### config.mk
export PLATFORM = sky130hd
export DESIGN_NAME = datagram_checksum_validator
export DESIGN_NICKNAME = d
export VERILOG_FILES = /design/src/sv/dcv_pkg.sv /design/src/sv/datagram_checksum_validator.sv /design/src/sv/dcv_front.sv /design/src/sv/dcv_queue.sv /design/src/sv/dcv_back.sv
export SDC_FILE = /design/constraint.sdc
export NUM_CORES = 1
export LEC_CHECK = 0
export BUFFER_PORTS_ARGS = -buffer_cell sky130_fd_sc_hd__buf_4
export CORE_UTILIZATION = 28
export CTS_CLUSTER_DIAMETER = 120
export DETAILED_ROUTE_END_ITERATION = 10
export GPL_TIMING_DRIVEN = 0
export PLACE_DENSITY = 0.54
export SYNTH_ARGS = -nofsm -noshare
export SYNTH_HDL_FRONTEND = slang
export SYNTH_SLANG_ARGS = --single-unit
export TNS_END_PERCENT = 20
### constraint.sdc
create_clock -name clk -period 6.1 [get_ports clk]
set_input_delay 0.915 -clock clk [delete_from_list [all_inputs] [get_ports clk]]
set_output_delay 0.915 -clock clk [all_outputs]
set_load 0.03 [all_outputs]
### src/sv/dcv_pkg.sv
// ----------------------------------------------------------------------------
// dcv_pkg
// shared types and constants for the datagram checksum validator
// ----------------------------------------------------------------------------
package dcv_pkg;

	// largest datagram taken in, later bytes are dropped
	localparam int unsigned MAX_DATAGRAM = 4096;
	// byte counter width, holds MAX_DATAGRAM itself
	localparam int unsigned IDX_W = $clog2(MAX_DATAGRAM + 1);
	// checksum field bytes, and smallest datagram that carries a size
	localparam int unsigned CHK_BYTES = 4;
	localparam int unsigned MIN_LEN = 8;
	localparam logic [31:0] KEY_RESET = 32'h1234_FEDC;

	typedef enum logic [1:0] {
		ST_OK       = 2'd0,
		ST_SHORT    = 2'd1,
		ST_SIZE     = 2'd2,
		ST_CHECKSUM = 2'd3
	} status_t;

	// role of one byte, decided in the front part
	typedef enum logic [1:0] {
		K_SKIP    = 2'd0,
		K_CHECK   = 2'd1,
		K_SIZE    = 2'd2,
		K_PAYLOAD = 2'd3
	} kind_t;

	typedef struct packed {
		logic [7:0] data_byte;
		logic       last_byte;
	} in_item_t;

	typedef struct packed {
		status_t     status;
		logic [12:0] payload_length;
		logic [31:0] computed_checksum;
	} out_item_t;

	// one classified byte in the queue
	typedef struct packed {
		kind_t            kind;
		logic [1:0]       pos;
		logic [7:0]       raw;
		logic [7:0]       mixed;
		logic             last;
		logic [IDX_W-1:0] count;
	} q_entry_t;

endpackage

### src/sv/datagram_checksum_validator.sv
// ----------------------------------------------------------------------------
// datagram_checksum_validator
// checks a received datagram given one byte per transfer and reports status
// result: the last byte goes through the queue, then the back loads the result register
// throughput: one byte per cycle, sustained while the result side keeps up
// rate set by the byte counter in the front and the 32-bit add in the back
// reset: async, clears counters, sums and queue, key back to 0x1234FEDC
// ----------------------------------------------------------------------------
module datagram_checksum_validator #(
	parameter int unsigned QUEUE_DEPTH = 2
) (
	input  logic               clk,
	input  logic               arst_n,
	// byte channel
	input  logic               in_valid,
	output logic               in_stall,
	input  dcv_pkg::in_item_t  in_data,
	// result channel
	output logic               out_valid,
	input  logic               out_stall,
	output dcv_pkg::out_item_t out_data,
	// key register write
	input  logic               cfg_we,
	input  logic [31:0]        cfg_wdata
);

	// classified byte path from front to queue
	logic              push;
	dcv_pkg::q_entry_t push_data;
	logic              full;

	// queue to back
	logic              pop;
	dcv_pkg::q_entry_t pop_data;
	logic              empty;

	// front: counts bytes, tags checksum, size, payload and dropped bytes,
	// pre-mixes each payload byte with its index so the back only adds
	dcv_front u_front (
		.clk       (clk),
		.arst_n    (arst_n),
		.in_valid  (in_valid),
		.in_stall  (in_stall),
		.in_data   (in_data),
		.full      (full),
		.push      (push),
		.push_data (push_data)
	);

	// queue: lets the front keep taking bytes while a result waits
	dcv_queue #(
		.DEPTH (QUEUE_DEPTH)
	) u_queue (
		.clk       (clk),
		.arst_n    (arst_n),
		.push      (push),
		.push_data (push_data),
		.full      (full),
		.pop       (pop),
		.pop_data  (pop_data),
		.empty     (empty)
	);

	// back: assembles checksum and size fields, sums payload, and on the
	// last byte loads the result register; holds the last byte in the
	// queue only when an earlier result is still stalled
	dcv_back u_back (
		.clk       (clk),
		.arst_n    (arst_n),
		.pop_data  (pop_data),
		.empty     (empty),
		.pop       (pop),
		.cfg_we    (cfg_we),
		.cfg_wdata (cfg_wdata),
		.out_valid (out_valid),
		.out_stall (out_stall),
		.out_data  (out_data)
	);

endmodule

### src/sv/dcv_front.sv
// ----------------------------------------------------------------------------
// dcv_front
// counts bytes of a datagram and tags each one with its role
// ----------------------------------------------------------------------------
module dcv_front (
	input  logic              clk,
	input  logic              arst_n,
	input  logic              in_valid,
	output logic              in_stall,
	input  dcv_pkg::in_item_t in_data,
	input  logic              full,
	output logic              push,
	output dcv_pkg::q_entry_t push_data
);

	logic [dcv_pkg::IDX_W-1:0] index_q;
	logic [dcv_pkg::IDX_W-1:0] count_next;
	logic                      in_range;
	logic [7:0]                pay_idx;

	assign in_stall = full;
	assign push     = in_valid && !full;

	always_comb begin
		in_range   = index_q < dcv_pkg::IDX_W'(dcv_pkg::MAX_DATAGRAM);
		count_next = in_range ? index_q + dcv_pkg::IDX_W'(1) : index_q;
		pay_idx    = index_q[7:0] - 8'(dcv_pkg::CHK_BYTES);

		push_data.raw   = in_data.data_byte;
		push_data.mixed = in_data.data_byte ^ pay_idx;
		push_data.pos   = index_q[1:0];
		push_data.last  = in_data.last_byte;
		push_data.count = count_next;
		if (!in_range) begin
			push_data.kind = dcv_pkg::K_SKIP;
		end else if (index_q < dcv_pkg::IDX_W'(dcv_pkg::CHK_BYTES)) begin
			push_data.kind = dcv_pkg::K_CHECK;
		end else if (index_q < dcv_pkg::IDX_W'(dcv_pkg::MIN_LEN)) begin
			push_data.kind = dcv_pkg::K_SIZE;
		end else begin
			push_data.kind = dcv_pkg::K_PAYLOAD;
		end
	end

	always_ff @(posedge clk or negedge arst_n) begin
		if (!arst_n) begin
			index_q <= '0;
		end else if (push) begin
			index_q <= in_data.last_byte ? '0 : count_next;
		end
	end

	// counter saturates at the datagram limit
	a_index_limit: assert property (@(posedge clk) disable iff (!arst_n)
		index_q <= dcv_pkg::IDX_W'(dcv_pkg::MAX_DATAGRAM))
		else $error("byte counter past datagram limit");

endmodule

### src/sv/dcv_queue.sv
// ----------------------------------------------------------------------------
// dcv_queue
// short queue of classified bytes between front and back
// ----------------------------------------------------------------------------
module dcv_queue #(
	parameter int unsigned DEPTH = 2
) (
	input  logic              clk,
	input  logic              arst_n,
	input  logic              push,
	input  dcv_pkg::q_entry_t push_data,
	output logic              full,
	input  logic              pop,
	output dcv_pkg::q_entry_t pop_data,
	output logic              empty
);

	localparam int unsigned PTR_W = (DEPTH > 1) ? $clog2(DEPTH) : 1;
	localparam int unsigned CNT_W = $clog2(DEPTH + 1);

	dcv_pkg::q_entry_t slots_q [DEPTH];
	logic [PTR_W-1:0]  wr_ptr_q;
	logic [PTR_W-1:0]  rd_ptr_q;
	logic [CNT_W-1:0]  cnt_q;

	assign full     = cnt_q == CNT_W'(DEPTH);
	assign empty    = cnt_q == '0;
	assign pop_data = slots_q[rd_ptr_q];

	always_ff @(posedge clk) begin
		if (push) begin
			slots_q[wr_ptr_q] <= push_data;
		end
	end

	always_ff @(posedge clk or negedge arst_n) begin
		if (!arst_n) begin
			wr_ptr_q <= '0;
			rd_ptr_q <= '0;
			cnt_q    <= '0;
		end else begin
			if (push) begin
				wr_ptr_q <= (wr_ptr_q == PTR_W'(DEPTH - 1)) ? '0 : wr_ptr_q + PTR_W'(1);
			end
			if (pop) begin
				rd_ptr_q <= (rd_ptr_q == PTR_W'(DEPTH - 1)) ? '0 : rd_ptr_q + PTR_W'(1);
			end
			case ({push, pop})
				2'b10:   cnt_q <= cnt_q + CNT_W'(1);
				2'b01:   cnt_q <= cnt_q - CNT_W'(1);
				default: cnt_q <= cnt_q;
			endcase
		end
	end

	a_no_overflow: assert property (@(posedge clk) disable iff (!arst_n)
		push |-> !full)
		else $error("queue write while full");

	a_no_underflow: assert property (@(posedge clk) disable iff (!arst_n)
		pop |-> !empty)
		else $error("queue read while empty");

endmodule

### src/sv/dcv_back.sv
// ----------------------------------------------------------------------------
// dcv_back
// accumulates checksum, size and byte sum, and forms the status
// ----------------------------------------------------------------------------
module dcv_back (
	input  logic               clk,
	input  logic               arst_n,
	input  dcv_pkg::q_entry_t  pop_data,
	input  logic               empty,
	output logic               pop,
	input  logic               cfg_we,
	input  logic [31:0]        cfg_wdata,
	output logic               out_valid,
	input  logic               out_stall,
	output dcv_pkg::out_item_t out_data
);

	logic [31:0]        key_q;
	logic [31:0]        sum_q;
	logic [31:0]        rchk_q;
	logic [31:0]        dsize_q;
	logic               out_valid_q;
	dcv_pkg::out_item_t out_q;

	logic               slot_free;
	logic               finish;
	logic [7:0]         add_val;
	logic [31:0]        sum_next;
	logic [31:0]        dsize_next;
	logic [31:0]        chk_val;
	logic [12:0]        plen;
	dcv_pkg::out_item_t res;

	assign slot_free = !out_valid_q || !out_stall;
	assign pop       = !empty && (!pop_data.last || slot_free);
	assign finish    = pop && pop_data.last;
	assign out_valid = out_valid_q;
	assign out_data  = out_q;

	always_comb begin
		add_val  = (pop_data.kind == dcv_pkg::K_PAYLOAD || pop_data.kind == dcv_pkg::K_SIZE)
			? pop_data.mixed : 8'd0;
		sum_next = sum_q + {24'd0, add_val};
		chk_val  = sum_next ^ key_q;
		plen     = 13'(pop_data.count) - 13'(dcv_pkg::CHK_BYTES);

		// a last byte may itself close the size field
		dsize_next = dsize_q;
		if (pop_data.kind == dcv_pkg::K_SIZE) begin
			dsize_next[{pop_data.pos, 3'b000} +: 8] = pop_data.raw;
		end

		// checksum and size bytes are complete once eight bytes are in
		if (pop_data.count < dcv_pkg::IDX_W'(dcv_pkg::MIN_LEN)) begin
			res.status            = dcv_pkg::ST_SHORT;
			res.payload_length    = '0;
			res.computed_checksum = '0;
		end else begin
			res.payload_length    = plen;
			res.computed_checksum = chk_val;
			if (dsize_next != {19'd0, plen}) begin
				res.status = dcv_pkg::ST_SIZE;
			end else if (rchk_q != chk_val) begin
				res.status = dcv_pkg::ST_CHECKSUM;
			end else begin
				res.status = dcv_pkg::ST_OK;
			end
		end
	end

	always_ff @(posedge clk or negedge arst_n) begin
		if (!arst_n) begin
			key_q       <= dcv_pkg::KEY_RESET;
			sum_q       <= '0;
			rchk_q      <= '0;
			dsize_q     <= '0;
			out_valid_q <= 1'b0;
		end else begin
			if (cfg_we) begin
				key_q <= cfg_wdata;
			end
			if (finish) begin
				sum_q   <= '0;
				rchk_q  <= '0;
				dsize_q <= '0;
			end else if (pop) begin
				sum_q <= sum_next;
				case (pop_data.kind)
					dcv_pkg::K_CHECK: rchk_q[{pop_data.pos, 3'b000} +: 8] <= pop_data.raw;
					dcv_pkg::K_SIZE:  dsize_q[{pop_data.pos, 3'b000} +: 8] <= pop_data.raw;
					default:          ;
				endcase
			end
			if (finish) begin
				out_valid_q <= 1'b1;
			end else if (!out_stall) begin
				out_valid_q <= 1'b0;
			end
		end
	end

	always_ff @(posedge clk) begin
		if (finish) begin
			out_q <= res;
		end
	end

	a_short_zero: assert property (@(posedge clk) disable iff (!arst_n)
		out_valid_q && out_q.status == dcv_pkg::ST_SHORT
		|-> out_q.payload_length == '0 && out_q.computed_checksum == '0)
		else $error("short datagram with nonzero length or checksum");

endmodule

Yosys cells after proc, flatten, opt, wreduce, memory -nomap -nowiden

Memory sizes are Yosys's and may differ from the RTL's.
Index checks and enable logic that the tools add are counted.

Flip-flop bits (word level): 193
RAM bits: 68
Bits of input ports: 46
Word-level logic and storage cells: 80
Memories kept: 1

Add/subtract/negate cells: 9
Order comparisons: 4
Eq/ne operators: 9
Shift operators: 2
Muxes and demuxes: 25
Bitwise gates (word level): 2
Reductions and logical operators: 16

Memory list:

| memory          | words | width | rd ports | clocked after Yosys merged registers in | wr ports | RTL line        | source |
|---|---|---|---|---|---|---|---|
| u_queue.slots_q | 2     | 34    | 1        | 0                                       | 1        | dcv_queue.sv:21 | `dcv_pkg::q_entry_t slots_q [DEPTH];` |

Operators with widths:

| kind                                                 | count |
|---|---|
| two-way mux 32 bit                                   | 8 |
| bitwise mux 32 bit                                   | 2 |
| adder 32 x 8 -> 32 bit                               | 1 |
| != test 32 x 13 -> 1 bit                             | 1 |
| != test 32 bit                                       | 1 |
| variable shift 8 x 7 -> 32 bit, first input constant | 1 |
| indexed part select 8 x 7 -> 32 bit                  | 1 |
| XOR 32 bit                                           | 1 |
| < comparator 13 x 4 -> 1 bit, second input constant  | 2 |
| two-way mux 13 bit                                   | 2 |
| adder 13 x 1 -> 13 bit, second input constant        | 1 |
| < comparator 13 bit, second input constant           | 1 |
| < comparator 13 x 3 -> 1 bit, second input constant  | 1 |
| subtractor 13 x 3 -> 13 bit, second input constant   | 1 |
| equality test 2 bit, second input constant           | 4 |
| two-way mux 2 bit                                    | 4 |
| two-way mux 8 bit                                    | 1 |
| subtractor 8 x 3 -> 8 bit, second input constant     | 1 |
| XOR 8 bit                                            | 1 |
| two-way mux 1 bit                                    | 7 |
| negator 5 -> 7 bit                                   | 1 |
| nonzero test 2 bit                                   | 3 |
| zero test 1 bit                                      | 5 |
| equality test 2 x 1 -> 1 bit, second input constant  | 2 |
| other kinds (9)                                      | 14 |

Logic depth before layout (Yosys ltp)

An unclocked memory read counts as a cell.

Depth after elaboration: 9
Depth in mapped cells: 20
Gate-level depth less buffers: 14

Cells and area by module

From an unflattened synthesis, not the netlist that was laid out.

Cells, all modules: 1268
Area total of the unflattened synthesis: 13812.0 sq um

Modules (own cells, without submodules):

| module    | instances | cells each | area each (sq um) | sequential area each (sq um) |
|---|---|---|---|---|
| dcv_back  | 1         | 1009       | 9821.9            | 4660.7 |
| dcv_queue | 1         | 122        | 2788.9            | 2142.1 |
| dcv_front | 1         | 137        | 1201.2            | 325.3 |

Worst setup path before layout

Ideal clock, no wire load.

Kind: reg2reg
Start: register u_queue.rd_ptr_q
End: register u_back.out_q (netlist bit u_back.out_data[45]) (data pin)
Setup time: 254 ps
Arrival time: 4953 ps
Setup slack: 893 ps
Cell stages (with the launch flop): 20
Path buffers: 5
Path through: dfrtp_1 -> buf_4 -> buf_2 -> buf_2 -> buf_1 -> clkbuf_1 -> mux2i_1 -> nor2_1 -> ha_1 -> inv_1 -> fa_1 -> and2b_1 -> o21a_4 -> o21ai_4 -> nor3_2 -> xor3_2 -> a2111oi_0 -> nand4_1 -> or4_1 -> a21o_1

Word-level cells in the longest chain between the ends: 9

RTL lines:

| item                                          | RTL line                       | source |
|---|---|---|
| from (decl)                                   | dcv_queue.sv:23                | `logic [PTR_W-1:0] rd_ptr_q;` |
| from (signal assigned)                        | dcv_queue.sv:46                | `rd_ptr_q <= (rd_ptr_q == PTR_W'(DEPTH - 1)) ? '0 : rd_ptr_q + PTR_W'(1);` |
| memory (2 x 34 bit) *                         | -                              |  |
| equality test 2 bit, on equally long branches | dcv_back.sv:41, dcv_back.sv:49 |  |
| logical OR 1 bit                              | dcv_back.sv:41                 | `add_val = (pop_data.kind == dcv_pkg::K_PAYLOAD \|\| pop_data.kind == dcv_pkg::K_SIZE)` |
| two-way mux 8 bit                             | dcv_back.sv:42                 | `? pop_data.mixed : 8'd0;` |
| adder 32 x 8 -> 32 bit                        | dcv_back.sv:43                 | `sum_next = sum_q + {24'd0, add_val};` |
| XOR 32 bit                                    | dcv_back.sv:44                 | `chk_val = sum_next ^ key_q;` |
| != test 32 bit                                | dcv_back.sv:63                 | `end else if (rchk_q != chk_val) begin` |
| two-way mux 2 bit                             | dcv_back.sv:63                 |  |
| two-way mux 2 bit                             | dcv_back.sv:61                 | `if (dsize_next != {19'd0, plen}) begin` |
| to (signal assigned)                          | dcv_back.sv:104                | `out_q <= res;` |
| to (decl)                                     | dcv_back.sv:23                 | `dcv_pkg::out_item_t out_q;` |

Mark *: on every way between the ends. The rest lies on a longest branch, timed or not.
A chain may end at the register's enable or synchronous reset.

Worst setup path after layout

Same ends and word-level chain as after synthesis.

==> results.sh <==
export IMPL_drtIter0Drc=663
export IMPL_synth_top_area_share_pct=26.1
export IMPL_clk_path_buf_depth=3
export IMPL_die_w_um=219
export IMPL_via_per_inst=4.92
export IMPL_avgSynthCellArea_um2=11.0
export IMPL_num_vias=9614
export IMPL_finalInstanceArea_mm2=0.0159
export IMPL_synth_edf_count=115
export IMPL_power_per_cell_area_mw_per_mm2=456
export IMPL_busiest_layer="met2"
export IMPL_drv_cap=0
export IMPL_wire_per_inst_um=19.5
export IMPL_syn_area_mm2=0.0132
export IMPL_ant_nets=0
export IMPL_power_uw=7240
export IMPL_clkLatencyLatePin_ns=0.59
export IMPL_synth_seq_cells=261
export IMPL_grt_pass1_vias=9518
export IMPL_r2r_end="u_back.out_data[45]$_SDFFCE_PN1P_"
export IMPL_cts_hold_buf=0
export IMPL_worst_pin_slew_ns=1.37
export IMPL_grt_max_degree=89
export IMPL_grt_util_met3_pct=2.13
export IMPL_globalRouteMet1Util_pct=22.2
export IMPL_synth_async_reset_ratio_pct=55.9
export IMPL_hold_viol_final=0
export IMPL_root_buffer="clkbuf_16"
export IMPL_synth_top_family_by_area="simple AND/OR/NAND/NOR gates"
export IMPL_status="finished, final reports clean"
export IMPL_fill_cells=4673
export IMPL_h_tree_depth=1
export IMPL_rows=79
export IMPL_synth_compound_area_share_pct=10.7
export IMPL_antenna_found_initial=0
export IMPL_drt_total_wl_um=38100
export IMPL_cts_tree="yes"
export IMPL_period_minus_slack_ns=5.79
export IMPL_area_delta_synth_final_pct=20.1
export IMPL_leakage_uw=0.00633
export IMPL_yosys_warnings=0
export IMPL_synth_xor_area_share_pct=10.7
export IMPL_tns_ns=0
export IMPL_rr_worst_depth=17
export IMPL_grt_pass1_wl_um=57800
export IMPL_die_y_um=219
export IMPL_multiInputGateArea_mm2=0.00580
export IMPL_coreArea_mm2=0.0466
export IMPL_path_clk_slew_ns=0.06
export IMPL_cts_sinks=261
export IMPL_end_kind="flop"
export IMPL_critPathArrivalTime_ns=6.12
export IMPL_numCtsBuffers=29
export IMPL_layout_drive_gt1_share_pct=18.8
export IMPL_path_max_fanout=10
export IMPL_ys_seq_area_share_pct=53.9
export IMPL_drc=0
export IMPL_ys_flop_type="dfrtp_1"
export IMPL_yosysTopAreaCell="edfxtp_1"
export IMPL_seqCellArea_mm2=0.00713
export IMPL_track_usage_pct=16.0
export IMPL_firstDrtPassIters=5
export IMPL_overflow=0
export IMPL_place_congestion=0.904
export IMPL_ir_worst_vdd_uv=321
export IMPL_hp_class="primary input to async pin"
export IMPL_fin_worst_skew_ns=0.0234
export IMPL_rrSetupSlack_ns=0.31
export IMPL_boundaryPins=95
export IMPL_fmax_ghz=0.173
export IMPL_numPortBuffers=93
export IMPL_diodes=0
export IMPL_synth_nets=1262
export IMPL_post_route_period_util_pct=94.9
export IMPL_crit_type="flop to flop"
export IMPL_hpwl_um=27800
export IMPL_muxShareOfSynthArea_pct=5.90
export IMPL_worstSetupStartpointType="flop"
export IMPL_final_nets=1389
export IMPL_dieArea_mm2=0.0481
export IMPL_grt_use_met2_pct=25.6
export IMPL_synth_fa_ha_area_share_pct=1.76
export IMPL_synth_cell_types=85
export IMPL_synthTopCellsByArea="edfxtp_1 26%, dfrtp_1 24%, xnor2_1 6.6%"
export IMPL_finalSetupViolations=0
export IMPL_post_dp_cell_area_mm2=0.0148
export IMPL_syn_inst=1198
export IMPL_r2r_start="u_queue.rd_ptr_q$_DFFE_PN0P_"
export IMPL_slew_limit_headroom_pct=5.76
export IMPL_cp_required_ns=6.43
export IMPL_slew_viol_final=0
export IMPL_initial_core_util_pct=28.4
export IMPL_yosys_area_share_simple_pct=14.3
-- logic make-up after synthesis --
kind of cell,count (synthesis)
AND/OR/NAND/NOR,393
flip-flops,261
AO/OA/AOI/OAI,228
XOR/XNOR,146
buffers and inverters,81
multiplexers,71
adder cells (fa/ha/maj),18
-- per-layer routing --
layer	up-vias	part of all wire, %
li1	4540	-
met4	0	3.0
met3	60	4.8
met2	281	46
met5	-	0
met1	4733	46
-- cell usage after synthesis (all sizes together), types with 7 or more instances --
cell type,n
nand2b,7
o22ai,7
o31ai,16
nand3,20
dfstp,17
a22oi,9
and3,11
ha,17
or2,7
clkbuf,32
nor4,13
xnor2,99
o21ai,107
buf,23
xor2,38
nand2,133
mux2i,36
nor3,40
nor2,105
a21oi,38
nand4,17
nor2b,8
and4,7
dfrtp,129
a22o,14
mux2,35
edfxtp,115
inv,25
-- worst max-delay path: stages, from the launching register on --
cell and delay (ns):
dfrtp_1 0.34, buf_4 0.22, buf_2 0.32, clkbuf_4 0.33
buf_2 0.30, clkbuf_4 0.32, mux2i_1 0.27, nor2_1 0.10
ha_1 0.47, nand4_2 0.20, nor3_4 0.34, o21ai_1 0.28
nor3_2 0.35, xor3_4 0.41, a2111oi_0 0.40, nand4_1 0.18
or4_1 0.50, a21o_1 0.19
-- per-stage QoR --
| stage | instances | hold WS (ns) | setup slack [ns] | util, % |
|---|---|---|---|---|
| floorplan | 1198 | 0.445 | 0.893 | - |
| global placement | 1898 | 0.460 | -0.702 | 31.5 |
| detailed placement | 1901 | 0.471 | -0.743 | 31.8 |
| CTS | 1955 | 0.448 | 0.0537 | 34.0 |
| global route | 1955 | 0.495 | -0.0000799 | 34.1 |
| finish | 1955 | 0.423 | 0.309 | 34.1 |
-- cell type report --
type                    count  area share (%)
well taps                 607            4.78
multi-input cells         856            36.6
plain buffers              55            1.63
flip-flops and latches    261            44.9
inverters                  26           0.615
clock inverters            20            1.74
repair buffers             96            4.94
clock buffers              34            4.82
-- report_power, final --
| group | internal, µW | switching, µW |
|---|---|---|
| Clock | 1150 | 754 |
| Combinational | 931 | 1880 |
| Sequential | 2330 | 193 |
| Total | 4410 | 2830 |
-- worst max path at each step --
stage                                       startpoint  slack (ns)                                 to  depth (start not counted)
after detailed placement  u_queue.rd_ptr_q$_DFFE_PN0P_       -0.74  u_back.out_data[46]$_SDFFCE_PN0P_                         17
after CTS                 u_queue.rd_ptr_q$_DFFE_PN0P_        0.05  u_back.out_data[46]$_SDFFCE_PN0P_                         19
final                     u_queue.rd_ptr_q$_DFFE_PN0P_        0.31  u_back.out_data[45]$_SDFFCE_PN1P_                         17
after global routing      u_queue.rd_ptr_q$_DFFE_PN0P_    -0.00008  u_back.out_data[45]$_SDFFCE_PN1P_                         17
after floorplan           u_queue.rd_ptr_q$_DFFE_PN0P_        0.89  u_back.out_data[45]$_SDFFCE_PN1P_                         19
after global placement    u_queue.rd_ptr_q$_DFFE_PN0P_       -0.70  u_back.out_data[46]$_SDFFCE_PN0P_                         17
-- timing repair --
action / in CTS / in global routing
setup endpoints to repair: 2 / 2
resized for setup: 8 / 7
pin swaps: 0 / 0
setup buffers: 0 / 0
-- placed cells by master (no fill, tap or decap), drive strengths merged, types with 5 or more instances in the layout --
cell        n
nand2     133
dfrtp     129
buf       118
edfxtp    115
o21ai     107
nor2      105
xnor2      99
clkbuf     67
nor3       40
xor2       38
a21oi      38
mux2i      36
mux2       35
inv        26
nand3      20
ha         17
dfstp      17
nand4      17
o31ai      16
a22o       14
nor4       13
and3       11
a22oi       9
clkinv      9
nor2b       8
and4        7
nand2b      7
o22ai       7
or2         7
a31oi       6
bufinv      6
nor3b       6
or4         5
clkinvlp    5
xnor3       5
-- state kept, by name, summed over array words and instances (netlist names) --
| register | cells |
|---|---|
| u_queue.rd_ptr_q | 1 |
| u_back.sum_q | 32 |
| u_back.key_q | 32 |
| u_back.rchk_q | 32 |
| u_back.out_valid | 1 |
| u_back.out_data | 47 |
| u_queue.wr_ptr_q | 1 |
| u_back.dsize_q | 32 |
| u_front.index_q | 13 |
| u_queue.slots_q | 68 |
| u_queue.cnt_q | 2 |
No activity file was read; power rests on OpenSTA's default activity.
